<file path="src/sv/evr_pkg.sv">
// Package for the eased volume ramp: widths, codes, curve decode.
// Used by evr_div, evr_mul, eased_volume_ramp and the bench; no dependencies.
package evr_pkg;

  localparam int FrameBits = 24;
  localparam int GainFrac  = 16;
  localparam int GainBits  = GainFrac + 1;
  localparam int DivBits   = FrameBits + GainFrac;
  localparam int DivCntW   = $clog2(DivBits + 1);
  localparam int SampBits  = 32;
  localparam int ProdBits  = SampBits + GainBits;
  localparam int CfgAddrW  = 3;
  localparam int CfgDataW  = 24;

  localparam logic [GainBits-1:0] GainOne  = GainBits'(1) << GainFrac;
  localparam logic [GainBits-1:0] GainHalf = GainBits'(1) << (GainFrac - 1);

  typedef enum logic [CfgAddrW-1:0] {
    REG_CURVE  = 3'd0,
    REG_START  = 3'd1,
    REG_TARGET = 3'd2,
    REG_FRAMES = 3'd3,
    REG_WIDE   = 3'd4,
    REG_CHAN   = 3'd5
  } reg_idx_t;

  typedef enum logic [1:0] {
    DIR_BYPASS = 2'd0,
    DIR_RISE   = 2'd1,
    DIR_FALL   = 2'd2
  } dir_t;

  typedef enum logic [1:0] {
    FORM_IN    = 2'd0,
    FORM_OUT   = 2'd1,
    FORM_INOUT = 2'd2
  } form_t;

  typedef enum logic [3:0] {
    S_IDLE, S_DIV, S_POW, S_POWW, S_BLD, S_BLDW,
    S_SCL, S_SCLW, S_SCR, S_SCRW, S_OUT
  } state_t;

  typedef struct packed {
    logic       linear;
    logic [2:0] power;
    form_t      form;
  } curve_t;

  function automatic curve_t curve_decode(input logic [3:0] sel);
    curve_t c;
    c.linear = 1'b0;
    c.power  = 3'd2;
    c.form   = FORM_IN;
    case (sel)
      4'd1:  begin c.power = 3'd2; c.form = FORM_IN;    end
      4'd2:  begin c.power = 3'd2; c.form = FORM_OUT;   end
      4'd3:  begin c.power = 3'd2; c.form = FORM_INOUT; end
      4'd4:  begin c.power = 3'd3; c.form = FORM_IN;    end
      4'd5:  begin c.power = 3'd3; c.form = FORM_OUT;   end
      4'd6:  begin c.power = 3'd3; c.form = FORM_INOUT; end
      4'd7:  begin c.power = 3'd4; c.form = FORM_IN;    end
      4'd8:  begin c.power = 3'd4; c.form = FORM_OUT;   end
      4'd9:  begin c.power = 3'd4; c.form = FORM_INOUT; end
      4'd10: begin c.power = 3'd5; c.form = FORM_IN;    end
      4'd11: begin c.power = 3'd5; c.form = FORM_OUT;   end
      4'd12: begin c.power = 3'd5; c.form = FORM_INOUT; end
      default: c.linear = 1'b1;
    endcase
    return c;
  endfunction

endpackage

</file>
<file path="src/sv/eased_volume_ramp.sv">
// Eased volume ramp: one stereo frame in, gain-scaled frame out. Bypass frames,
// zero- and one-frame ramps and frames after the ramp's end skip the divider; a
// ramp frame runs the 40-step serial divider for the ramp position, then the single
// shared multiplier, which runs the curve powers, the blend and both channels in
// turn. in_tready is high only while the sequencer is idle; one finished frame can
// wait in the output register while the next is accepted.
// Depends on evr_pkg, evr_div, evr_mul.
module eased_volume_ramp (
  input  logic                          clk,
  input  logic                          rst_n,
  input  logic                          in_tvalid,
  output logic                          in_tready,
  input  logic [63:0]                   in_tdata,   // sample_left, sample_right
  output logic                          out_tvalid,
  input  logic                          out_tready,
  output logic [87:0]                   out_tdata,  // scaled_left, scaled_right, gain_used
  input  logic                          cfg_we,
  input  logic [evr_pkg::CfgAddrW-1:0]  cfg_addr,
  input  logic [evr_pkg::CfgDataW-1:0]  cfg_wdata
);

  localparam int GB = evr_pkg::GainBits;
  localparam int FB = evr_pkg::FrameBits;
  localparam int SB = evr_pkg::SampBits;
  localparam int GF = evr_pkg::GainFrac;

  evr_pkg::state_t state_r, state_nxt;

  logic [3:0]    curve_r, curve_nxt;
  logic [GB-1:0] start_r, start_nxt, target_r, target_nxt;
  logic [FB-1:0] frames_r, frames_nxt;
  logic          wide_r, wide_nxt;
  logic [1:0]    chan_r, chan_nxt;

  logic [FB-1:0]     fd_r, fd_nxt;
  logic [GB-1:0]     cg_r, cg_nxt;
  evr_pkg::dir_t     dir_r, dir_nxt;

  logic [SB-1:0] magl_r, magl_nxt, magr_r, magr_nxt;
  logic          negl_r, negl_nxt, negr_r, negr_nxt;
  logic [GB-1:0] gain_r, gain_nxt, p_r, p_nxt, x_r, x_nxt, acc_r, acc_nxt, e_r, e_nxt;
  logic [2:0]    cnt_r, cnt_nxt;
  logic [SB-1:0] resl_r, resl_nxt, resr_r, resr_nxt;
  logic          ovalid_r, ovalid_nxt;
  logic [87:0]   odata_r, odata_nxt;

  logic                        div_start, div_done;
  logic [evr_pkg::DivBits-1:0] div_q;
  logic [SB-1:0]               mul_a;
  logic [GB-1:0]               mul_b;
  logic [evr_pkg::ProdBits-1:0] prod;

  evr_pkg::curve_t curve;
  logic            in_acc, cfg_hit, bypass, mono;
  logic [SB-1:0]   vl, vr;
  logic [GB-1:0]   p_clamp, acc_new, diff, blend;

  evr_div u_div (
    .clk(clk), .rst_n(rst_n), .start(div_start),
    .dividend({fd_r, GF'(0)}), .divisor(frames_r - 1'b1),
    .done(div_done), .quotient(div_q)
  );

  evr_mul u_mul (.clk(clk), .op_a(mul_a), .op_b(mul_b), .prod(prod));

  function automatic logic [SB-1:0] saturate(input logic [SB:0] q, input logic neg,
                                             input logic wide);
    logic [SB:0] hi;
    logic [SB:0] res;
    hi = wide ? 33'h0_7FFF_FFFF : 33'h0_0000_7FFF;
    if (!neg) res = (q > hi) ? hi : q;
    else      res = (q > hi + 1'b1) ? -(hi + 1'b1) : -q;
    return res[SB-1:0];
  endfunction

  assign in_acc = in_tvalid && in_tready;
  assign curve  = evr_pkg::curve_decode(curve_r);
  assign mono   = (chan_r == 2'd1);
  assign bypass = (dir_r == evr_pkg::DIR_BYPASS) ||
                  (dir_r == evr_pkg::DIR_RISE && fd_r >= frames_r);
  assign vl = wide_r ? in_tdata[31:0] : {{16{in_tdata[15]}}, in_tdata[15:0]};
  assign vr = wide_r ? in_tdata[63:32] : {{16{in_tdata[47]}}, in_tdata[47:32]};
  assign p_clamp = (div_q > evr_pkg::DivBits'(evr_pkg::GainOne)) ? evr_pkg::GainOne
                                                                 : div_q[GB-1:0];
  assign acc_new = prod[GF+GB-1:GF];
  assign diff    = (target_r >= start_r) ? target_r - start_r : start_r - target_r;
  assign blend   = prod[GF+GB-1:GF];

  // next state
  always_comb begin
    state_nxt = state_r;
    unique case (state_r)
      evr_pkg::S_IDLE:
        if (in_acc) begin
          if (bypass || frames_r == '0 || fd_r >= frames_r || frames_r == FB'(1))
            state_nxt = evr_pkg::S_SCL;
          else
            state_nxt = evr_pkg::S_DIV;
        end
      evr_pkg::S_DIV:
        if (div_done) state_nxt = curve.linear ? evr_pkg::S_BLD : evr_pkg::S_POW;
      evr_pkg::S_POW:  state_nxt = evr_pkg::S_POWW;
      evr_pkg::S_POWW: state_nxt = (cnt_r == 3'd1) ? evr_pkg::S_BLD : evr_pkg::S_POW;
      evr_pkg::S_BLD:  state_nxt = evr_pkg::S_BLDW;
      evr_pkg::S_BLDW: state_nxt = evr_pkg::S_SCL;
      evr_pkg::S_SCL:  state_nxt = evr_pkg::S_SCLW;
      evr_pkg::S_SCLW: state_nxt = evr_pkg::S_SCR;
      evr_pkg::S_SCR:  state_nxt = evr_pkg::S_SCRW;
      evr_pkg::S_SCRW: state_nxt = evr_pkg::S_OUT;
      evr_pkg::S_OUT:  if (!ovalid_r || out_tready) state_nxt = evr_pkg::S_IDLE;
      default:         state_nxt = evr_pkg::S_IDLE;
    endcase
  end

  // datapath and outputs
  always_comb begin
    curve_nxt  = curve_r;
    start_nxt  = start_r;
    target_nxt = target_r;
    frames_nxt = frames_r;
    wide_nxt   = wide_r;
    chan_nxt   = chan_r;
    fd_nxt     = fd_r;
    cg_nxt     = cg_r;
    dir_nxt    = dir_r;
    magl_nxt   = magl_r;
    magr_nxt   = magr_r;
    negl_nxt   = negl_r;
    negr_nxt   = negr_r;
    gain_nxt   = gain_r;
    p_nxt      = p_r;
    x_nxt      = x_r;
    acc_nxt    = acc_r;
    e_nxt      = e_r;
    cnt_nxt    = cnt_r;
    resl_nxt   = resl_r;
    resr_nxt   = resr_r;
    ovalid_nxt = ovalid_r && !out_tready;
    odata_nxt  = odata_r;
    div_start  = 1'b0;
    mul_a      = magl_r;
    mul_b      = gain_r;
    cfg_hit    = 1'b0;

    if (cfg_we) begin
      cfg_hit = 1'b1;
      case (cfg_addr)
        evr_pkg::REG_CURVE:  curve_nxt  = cfg_wdata[3:0];
        evr_pkg::REG_START:  start_nxt  = cfg_wdata[GB-1:0];
        evr_pkg::REG_TARGET: target_nxt = cfg_wdata[GB-1:0];
        evr_pkg::REG_FRAMES: frames_nxt = cfg_wdata[FB-1:0];
        evr_pkg::REG_WIDE:   wide_nxt   = cfg_wdata[0];
        evr_pkg::REG_CHAN:   chan_nxt   = cfg_wdata[1:0];
        default:             cfg_hit    = 1'b0;
      endcase
      if (cfg_hit) begin
        fd_nxt = '0;
        if (start_nxt < target_nxt)      dir_nxt = evr_pkg::DIR_RISE;
        else if (start_nxt > target_nxt) dir_nxt = evr_pkg::DIR_FALL;
        else                             dir_nxt = evr_pkg::DIR_BYPASS;
        cg_nxt = (frames_nxt == '0) ? target_nxt : start_nxt;
      end
    end

    case (state_r)
      evr_pkg::S_IDLE:
        if (in_acc) begin
          negl_nxt = vl[SB-1];
          negr_nxt = vr[SB-1];
          magl_nxt = vl[SB-1] ? ~vl + 1'b1 : vl;
          magr_nxt = vr[SB-1] ? ~vr + 1'b1 : vr;
          if (bypass) begin
            gain_nxt = evr_pkg::GainOne;
          end else if (frames_r == '0) begin
            cg_nxt   = target_r;
            gain_nxt = target_r;
          end else if (fd_r >= frames_r) begin
            gain_nxt = cg_r;
          end else if (frames_r == FB'(1)) begin
            cg_nxt   = target_r;
            gain_nxt = target_r;
            fd_nxt   = fd_r + 1'b1;
          end else begin
            div_start = 1'b1;
          end
        end
      evr_pkg::S_DIV:
        if (div_done) begin
          p_nxt = p_clamp;
          e_nxt = p_clamp;
          case (curve.form)
            evr_pkg::FORM_IN:  x_nxt = p_clamp;
            evr_pkg::FORM_OUT: x_nxt = evr_pkg::GainOne - p_clamp;
            default:
              x_nxt = (p_clamp < evr_pkg::GainHalf) ? GB'({p_clamp, 1'b0})
                    : GB'({evr_pkg::GainOne - p_clamp, 1'b0});
          endcase
          acc_nxt = x_nxt;
          cnt_nxt = curve.power - 1'b1;
        end
      evr_pkg::S_POW: begin
        mul_a = SB'(acc_r);
        mul_b = x_r;
      end
      evr_pkg::S_POWW: begin
        acc_nxt = acc_new;
        cnt_nxt = cnt_r - 1'b1;
        case (curve.form)
          evr_pkg::FORM_IN:  e_nxt = acc_new;
          evr_pkg::FORM_OUT: e_nxt = evr_pkg::GainOne - acc_new;
          default:
            e_nxt = (p_r < evr_pkg::GainHalf) ? (acc_new >> 1)
                                              : evr_pkg::GainOne - (acc_new >> 1);
        endcase
      end
      evr_pkg::S_BLD: begin
        mul_a = SB'(diff);
        mul_b = e_r;
      end
      evr_pkg::S_BLDW: begin
        cg_nxt   = (target_r >= start_r) ? start_r + blend : start_r - blend;
        gain_nxt = cg_nxt;
        fd_nxt   = fd_r + 1'b1;
      end
      evr_pkg::S_SCL: begin
        mul_a = magl_r;
        mul_b = gain_r;
      end
      evr_pkg::S_SCLW: resl_nxt = saturate(prod[evr_pkg::ProdBits-1:GF], negl_r, wide_r);
      evr_pkg::S_SCR: begin
        mul_a = magr_r;
        mul_b = gain_r;
      end
      evr_pkg::S_SCRW:
        resr_nxt = mono ? '0 : saturate(prod[evr_pkg::ProdBits-1:GF], negr_r, wide_r);
      evr_pkg::S_OUT:
        if (!ovalid_r || out_tready) begin
          ovalid_nxt = 1'b1;
          odata_nxt  = {7'd0, gain_r, resr_r, resl_r};
        end
      default: ;
    endcase
  end

  always_ff @(posedge clk) begin
    if (!rst_n) begin
      state_r  <= evr_pkg::S_IDLE;
      curve_r  <= '0;
      start_r  <= evr_pkg::GainOne;
      target_r <= evr_pkg::GainOne;
      frames_r <= '0;
      wide_r   <= 1'b1;
      chan_r   <= 2'd2;
      fd_r     <= '0;
      cg_r     <= evr_pkg::GainOne;
      dir_r    <= evr_pkg::DIR_BYPASS;
      ovalid_r <= 1'b0;
    end else begin
      state_r  <= state_nxt;
      curve_r  <= curve_nxt;
      start_r  <= start_nxt;
      target_r <= target_nxt;
      frames_r <= frames_nxt;
      wide_r   <= wide_nxt;
      chan_r   <= chan_nxt;
      fd_r     <= fd_nxt;
      cg_r     <= cg_nxt;
      dir_r    <= dir_nxt;
      ovalid_r <= ovalid_nxt;
    end
    magl_r  <= magl_nxt;
    magr_r  <= magr_nxt;
    negl_r  <= negl_nxt;
    negr_r  <= negr_nxt;
    gain_r  <= gain_nxt;
    p_r     <= p_nxt;
    x_r     <= x_nxt;
    acc_r   <= acc_nxt;
    e_r     <= e_nxt;
    cnt_r   <= cnt_nxt;
    resl_r  <= resl_nxt;
    resr_r  <= resr_nxt;
    odata_r <= odata_nxt;
  end

  assign in_tready  = (state_r == evr_pkg::S_IDLE);
  assign out_tvalid = ovalid_r;
  assign out_tdata  = odata_r;

endmodule

</file>
<file path="src/sv/evr_div.sv">
// Restoring serial divider, one quotient bit per cycle.
// Depends on evr_pkg.
module evr_div (
  input  logic                          clk,
  input  logic                          rst_n,
  input  logic                          start,
  input  logic [evr_pkg::DivBits-1:0]   dividend,
  input  logic [evr_pkg::FrameBits-1:0] divisor,
  output logic                          done,
  output logic [evr_pkg::DivBits-1:0]   quotient
);

  logic [evr_pkg::DivCntW-1:0]   cnt_r, cnt_nxt;
  logic [evr_pkg::DivBits-1:0]   quo_r, quo_nxt;
  logic [evr_pkg::FrameBits-1:0] rem_r, rem_nxt, dvs_r, dvs_nxt;
  logic                          done_r, done_nxt;
  logic [evr_pkg::FrameBits:0]   shifted;
  logic                          fits;

  always_comb begin
    shifted  = {rem_r, quo_r[evr_pkg::DivBits-1]};
    fits     = shifted >= {1'b0, dvs_r};
    cnt_nxt  = cnt_r;
    quo_nxt  = quo_r;
    rem_nxt  = rem_r;
    dvs_nxt  = dvs_r;
    done_nxt = 1'b0;
    if (start) begin
      cnt_nxt = evr_pkg::DivCntW'(evr_pkg::DivBits);
      quo_nxt = dividend;
      rem_nxt = '0;
      dvs_nxt = divisor;
    end else if (cnt_r != '0) begin
      rem_nxt  = fits ? evr_pkg::FrameBits'(shifted - {1'b0, dvs_r})
                      : shifted[evr_pkg::FrameBits-1:0];
      quo_nxt  = {quo_r[evr_pkg::DivBits-2:0], fits};
      cnt_nxt  = cnt_r - 1'b1;
      done_nxt = (cnt_r == evr_pkg::DivCntW'(1));
    end
  end

  always_ff @(posedge clk) begin
    if (!rst_n) begin
      cnt_r  <= '0;
      done_r <= 1'b0;
    end else begin
      cnt_r  <= cnt_nxt;
      done_r <= done_nxt;
    end
    quo_r <= quo_nxt;
    rem_r <= rem_nxt;
    dvs_r <= dvs_nxt;
  end

  assign done     = done_r;
  assign quotient = quo_r;

endmodule

</file>
<file path="src/sv/evr_mul.sv">
// Shared 32 x 17 unsigned multiplier with registered product.
// Depends on evr_pkg.
module evr_mul (
  input  logic                          clk,
  input  logic [evr_pkg::SampBits-1:0]  op_a,
  input  logic [evr_pkg::GainBits-1:0]  op_b,
  output logic [evr_pkg::ProdBits-1:0]  prod
);

  logic [evr_pkg::ProdBits-1:0] prod_r;

  always_ff @(posedge clk) begin
    prod_r <= evr_pkg::ProdBits'(op_a) * evr_pkg::ProdBits'(op_b);
  end

  assign prod = prod_r;

endmodule

</file>
<file path="config.mk">
export PLATFORM = sky130hd
export DESIGN_NAME = eased_volume_ramp
export DESIGN_NICKNAME = d
export VERILOG_FILES = /design/src/sv/evr_pkg.sv /design/src/sv/eased_volume_ramp.sv /design/src/sv/evr_div.sv /design/src/sv/evr_mul.sv
export SDC_FILE = /design/constraint.sdc
export NUM_CORES = 2
export LEC_CHECK = 0
export BUFFER_PORTS_ARGS = -buffer_cell sky130_fd_sc_hd__buf_2
export CORE_ASPECT_RATIO = 1.25
export CORE_UTILIZATION = 50
export CTS_CLUSTER_SIZE = 16
export DETAILED_ROUTE_END_ITERATION = 7
export PLACE_DENSITY = 0.76
export SLEW_MARGIN = 20
export SYNTH_ARGS = -nofsm -noshare
export SYNTH_HDL_FRONTEND = slang
export SYNTH_HIERARCHICAL = 1
export SYNTH_SLANG_ARGS = --single-unit
</file>
<file path="constraint.sdc">
create_clock -name clk -period 12.6 [get_ports clk]
set_input_delay 2.52 -clock clk [delete_from_list [all_inputs] [get_ports clk]]
set_output_delay 2.52 -clock clk [all_outputs]
set_load 0.02 [all_outputs]
</file>
### Word level (Yosys, flattened, before mapping)

Cells that the tools add are included.

| word-level totals | value |
|---|---|
| register bits after elaboration | 556 |
| logic and storage cells | 216 |
| input bits | 96 |
| output and inout port bits | 90 |

| operators by class | value |
|---|---|
| multipliers | 1 |
| mux-type cells | 78 |
| eq/ne operators | 37 |
| order comparisons | 10 |
| bitwise operators | 4 |
| reduce and logical (&&, ||, !) cells | 34 |
| add/subtract/negate cells | 18 |

Operators with widths:

| cell | number |
|---|---|
| 17-bit two-way mux | 24 |
| 24-bit two-way mux | 10 |
| 17-bit one-hot mux with 2 select lines | 7 |
| 32-bit two-way mux | 6 |
| 32-bit one-hot mux with 3 select lines | 1 |
| 31-bit two-way mux | 3 |
| 40-bit two-way mux | 2 |
| 32-bit by 1-bit adder with 32-bit output, second input constant | 2 |
| 32-bit negation | 2 |
| 32-bit inverter | 2 |
| 5-bit one-hot mux with 11 select lines | 1 |
| 17-bit subtractor | 3 |
| 32-bit by 17-bit multiplier with 49-bit output | 1 |
| 24-bit logical NOT | 2 |
| 24-bit one-hot mux with 2 select lines | 1 |
| 4-bit one-hot mux with 11 select lines | 1 |
| 40-bit by 17-bit > comparator with 1-bit output, second input constant | 1 |
| 17-bit by 16-bit < comparator with 1-bit output, second input constant | 2 |
| 17-bit subtractor, first input constant | 2 |
| 33-bit by 31-bit > comparator with 1-bit output | 1 |
| 33-bit by 32-bit > comparator with 1-bit output | 1 |
| 31-bit by 1-bit adder with 32-bit output, second input constant | 1 |
| 4-bit by 3-bit equality test with 1-bit output, second input constant | 8 |
| 4-bit equality test, second input constant | 8 |
| 44 further kinds | 90 |

### Depth between registers and ports, before layout

| logic depth | value |
|---|---|
| word-level depth | 13 |
| mapped depth | 37 |
| mapped depth without buffers | 34 |

### Cells and area by module

Netlist, hierarchy kept.

By module, submodules not included:

| module | area an instance (sq um) | sequential area each (sq um) | cells an instance | times used |
|---|---|---|---|---|
| eased_volume_ramp | 25426.9 | 10790.3 | 2837 | 1 |
| evr_mul | 18400.1 | 980.9 | 2106 | 1 |
| evr_div | 5188.7 | 2542.4 | 474 | 1 |

### Worst setup path before layout

OpenSTA, ideal clock, no wires.

| timing path | value |
|---|---|
| kind | register -> register |
| start point | register start_r[2] |
| end point | register u_mul.prod_r, in the netlist u_mul/prod[34] |
| data arrival time | 8618 ps |
| data required time | 12477 ps |
| slack | 3859 ps |
| stages on the path, launching flop included | 36 |
| period minus slack after synthesis | 8741 ps |
| path through | dfxtp_1 -> inv_1 -> ha_1 -> clkbuf_1 -> a211oi_1 -> nor2_1 -> o311ai_0 -> nand2_1 -> nor2_2 -> buf_4 -> mux2_2 -> xnor2_1 -> a222oi_1 -> a21oi_1 -> clkbuf_1 -> nand2_1 -> fa_1 -> inv_1 -> fa_1 -> inv_1 -> fa_1 -> inv_1 -> fa_1 -> fa_1 -> inv_1 -> fa_1 -> inv_1 -> ha_1 -> a21oi_1 -> o21ba_2 -> or3b_1 -> o221ai_2 -> o211ai_1 -> a221oi_2 -> o21ai_1 -> xor2_1 |

| between the ends | value |
|---|---|
| longest elaborated chain between the ends | 4 |
| elaborated cells on any way between the ends | 6 |
| classes of those cells | add/sub: 2; mul: 1; order compare: 1; mux: 2 |

RTL lines:

| element | RTL line | text |
|---|---|---|
| start, declared | eased_volume_ramp.sv:30 | `logic [GB-1:0] start_r, start_nxt, target_r, target_nxt;` |
| start signal, assigned | eased_volume_ramp.sv:249 | `start_r <= evr_pkg::GainOne;` |
| start signal, assigned | eased_volume_ramp.sv:261 | `start_r <= start_nxt;` |
| 17-bit subtractor or 17-bit greater-or-equal comparator (tied branches) | eased_volume_ramp.sv:86 | `assign diff = (target_r >= start_r) ? target_r - start_r : start_r - target_r;` |
| 17-bit two-way mux (*) | eased_volume_ramp.sv:86 |  |
| 32-bit one-hot mux with 3 select lines (*) | eased_volume_ramp.sv:165 | `case (state_r)` |
| via mul_a[5] | eased_volume_ramp.sv:49 | `logic [SB-1:0] mul_a;` |
| 32-bit by 17-bit multiplier with 49-bit output (*) | evr_mul.sv:13 | `prod_r <= evr_pkg::ProdBits'(op_a) * evr_pkg::ProdBits'(op_b);` |
| end signal, assigned | evr_mul.sv:13 |  |
| end, declared | evr_mul.sv:10 | `logic [evr_pkg::ProdBits-1:0] prod_r;` |

The timed path passes the listed nets; every way through them passes the cells marked *.
A chain may end at the register's enable or synchronous reset.

### Final worst setup path

Ends and elaborated chain as after synthesis.

==> results by group <==
Synthesis
  – Cells after Synth: 5,376
  – Cell Area, Synth: 48,500 sq um
  – Syn. warnings: 6
  – Syn_area_per_cell: 9.03 sq um

STA
  – Unrepaired setup endpoints after global routing: no
  – Fmax: 0.101 GHz
  – Slew of the pin with the lowest slew margin: 1.10 ns
  – Final setup viols: 0
  – Max Slew Vio Count: 0
  – Hold Violations, Final: 0
  – Slew headroom: 26.4%
  – Minimum clock period: 9.87 ns
  – Final TNS setup: 0 ns
  – Period Utilization, post-route: 78.3%
  – Clock Skew: 0.0178 ns

Finish
  – Most common cell after layout, fill and taps aside: nand2_1
  – Most frequent cells in the layout: 789 x nand2_1, 701 x inv_1, 453 x fa_1, 348 x edfxtp_1, 305 x a21oi_1
  – Post-route cell area: 52,500 sq um
  – Layout overhead on the synthesized area: 8.11%
  – Nets: 6,238
  – Core Util, Final: 54.7%
  – Layout cell share with drive strength beyond 1: 9.12%

Global routing
  – GR Util All Layers: 30.6%
  – Vias in the first global route: 40,200
  – Antenna violations before repair: 13
  – Largest net degree at the start of global routing: 71
  – Global route overflow: 0
  – First-pass GRT wire length: 230,000 microns

Worst setup path
  – Slowest cell on crit path: nor2_2
  – Cell mode on critical path: fa_1
  – Worst EP arrival: 10.40 ns
  – Worst Path Required: 13.13 ns
  – Worst Setup Start Kind: flop
  – Worst setup EP type: flop
  – Setup CP Type: reg2reg
  – CP max stage delay: 0.78 ns
  – CP max FO: 19
  – FF-to-FF path depth: 30

CTS
  – Root Driver: clkbuf_16
  – Worst-path clk slew: 0.07 ns
  – CTS Hold Bufs: 0
  – Clock tree buffer depth: 3
  – Clk Latency, worst-skew pair: 0.64 ns
  – Post-CTS sizing: 0
  – H-tree Lvls: 2
  – TritonCTS Buffers: 51
  – Post-CTS Setup Repair Bufs: 0
  – Clk sink count: 525
  – CTS tree: yes

Routing
  – Vias per std cell: 5.95
  – Drt pass-1 iters: 6
  – Drt wl/cell: 22.3 microns
  – Initial drt markers: 4,370
  – Routed Wire Length: 150,000 microns
  – Routed vias: 40,200
  – DRC viols: 0
  – Final ANT Viol Nets: 0

Floorplan
  – Die extent in y: 350 microns
  – Top Ports: 186
  – Rows: 127
  – Initial Util: 50.6%
  – Die ar.: 98,300 sq um
  – Core Area: 96,000 sq um
  – Die width: 281 microns

Worst hold path
  – WHS Path Cells: 0
  – Hold/Removal Path Class: reg2reg

Status
  – Status: complete, no violations

Placement
  – Port Buf Inserts: 178
  – Post-placement cell area: 50,700 sq um
  – RD Place Congestion: 0.995
  – DPL Wire Length: 112,000 microns

Run
  – Max-Cap Viols: 0
[through the flow]
step / setup slack (ns) / std cells / hold WS [ns]
after global placement: 2.79 / 6654 / 0.401
after global routing: 2.14 / 6752 / 0.424
after CTS: 2.83 / 6750 / 0.420
after detailed placement: 2.72 / 6654 / 0.405
final: 2.73 / 6753 / 0.420
after floorplan: 3.88 / 5398 / 0.400
[worst max-delay path: cells and delay by family (launching register included)]
family,cells,cell delay (ns)
XOR/XNOR,1,0.14
buffers and inverters,4,0.22
multiplexers,2,0.81
AND/OR/NAND/NOR,6,2.25
adder cells (fa/ha/maj),8,3.81
flip-flops,1,0.37
AO/OA/AOI/OAI,9,2.16
[layer usage]
layer	vias up	routed length, microns	global-route usage [%]
li1	18000	-	-
met1	19500	55300	37.7
met2	2142	70400	50.2
met3	498	14800	5.77
met4	10	9690	17.3
met5	-	57	0
[worst paths after layout]
kind,start,endpoint,slack [ns]
setup reg to reg,start_r[2]$_SDFFE_PN0P_,u_mul/prod[34]$_DFF_P_,2.73
hold reg to reg,resl_r[26]$_DFFE_PP_,out_tdata[26]$_DFFE_PP_,0.42
hold / removal,resl_r[26]$_DFFE_PP_,out_tdata[26]$_DFFE_PP_,0.42
setup / recovery,start_r[2]$_SDFFE_PN0P_,u_mul/prod[34]$_DFF_P_,2.73
[state kept, by name (all words and copies together), names as in the netlist, 24 cells and up]
| name | count |
|---|---|
| u_div/quotient | 40 |
| out_tdata | 81 |
| resl_r | 32 |
| frames_r | 24 |
| magr_r | 32 |
| magl_r | 32 |
| resr_r | 32 |
| u_div/dvs_r | 24 |
| fd_r | 24 |
| u_mul/prod | 33 |
| u_div/rem_r | 24 |
[cell type report]
type / count / area (sq um)
inverters: 704 / 2640
flip-flops and latches: 525 / 14000
repair buffers: 267 / 1580
diodes: 2 / 5.00
well taps: 1290 / 1610
multi-input cells: 3869 / 30900
clock buffers: 58 / 1320
clock inverters: 38 / 435
fillers: 8558 / 43500
Power is left out: the tool's default activity adds up to more than one toggle a clock period on the data nets, which glitch-free logic cannot reach.
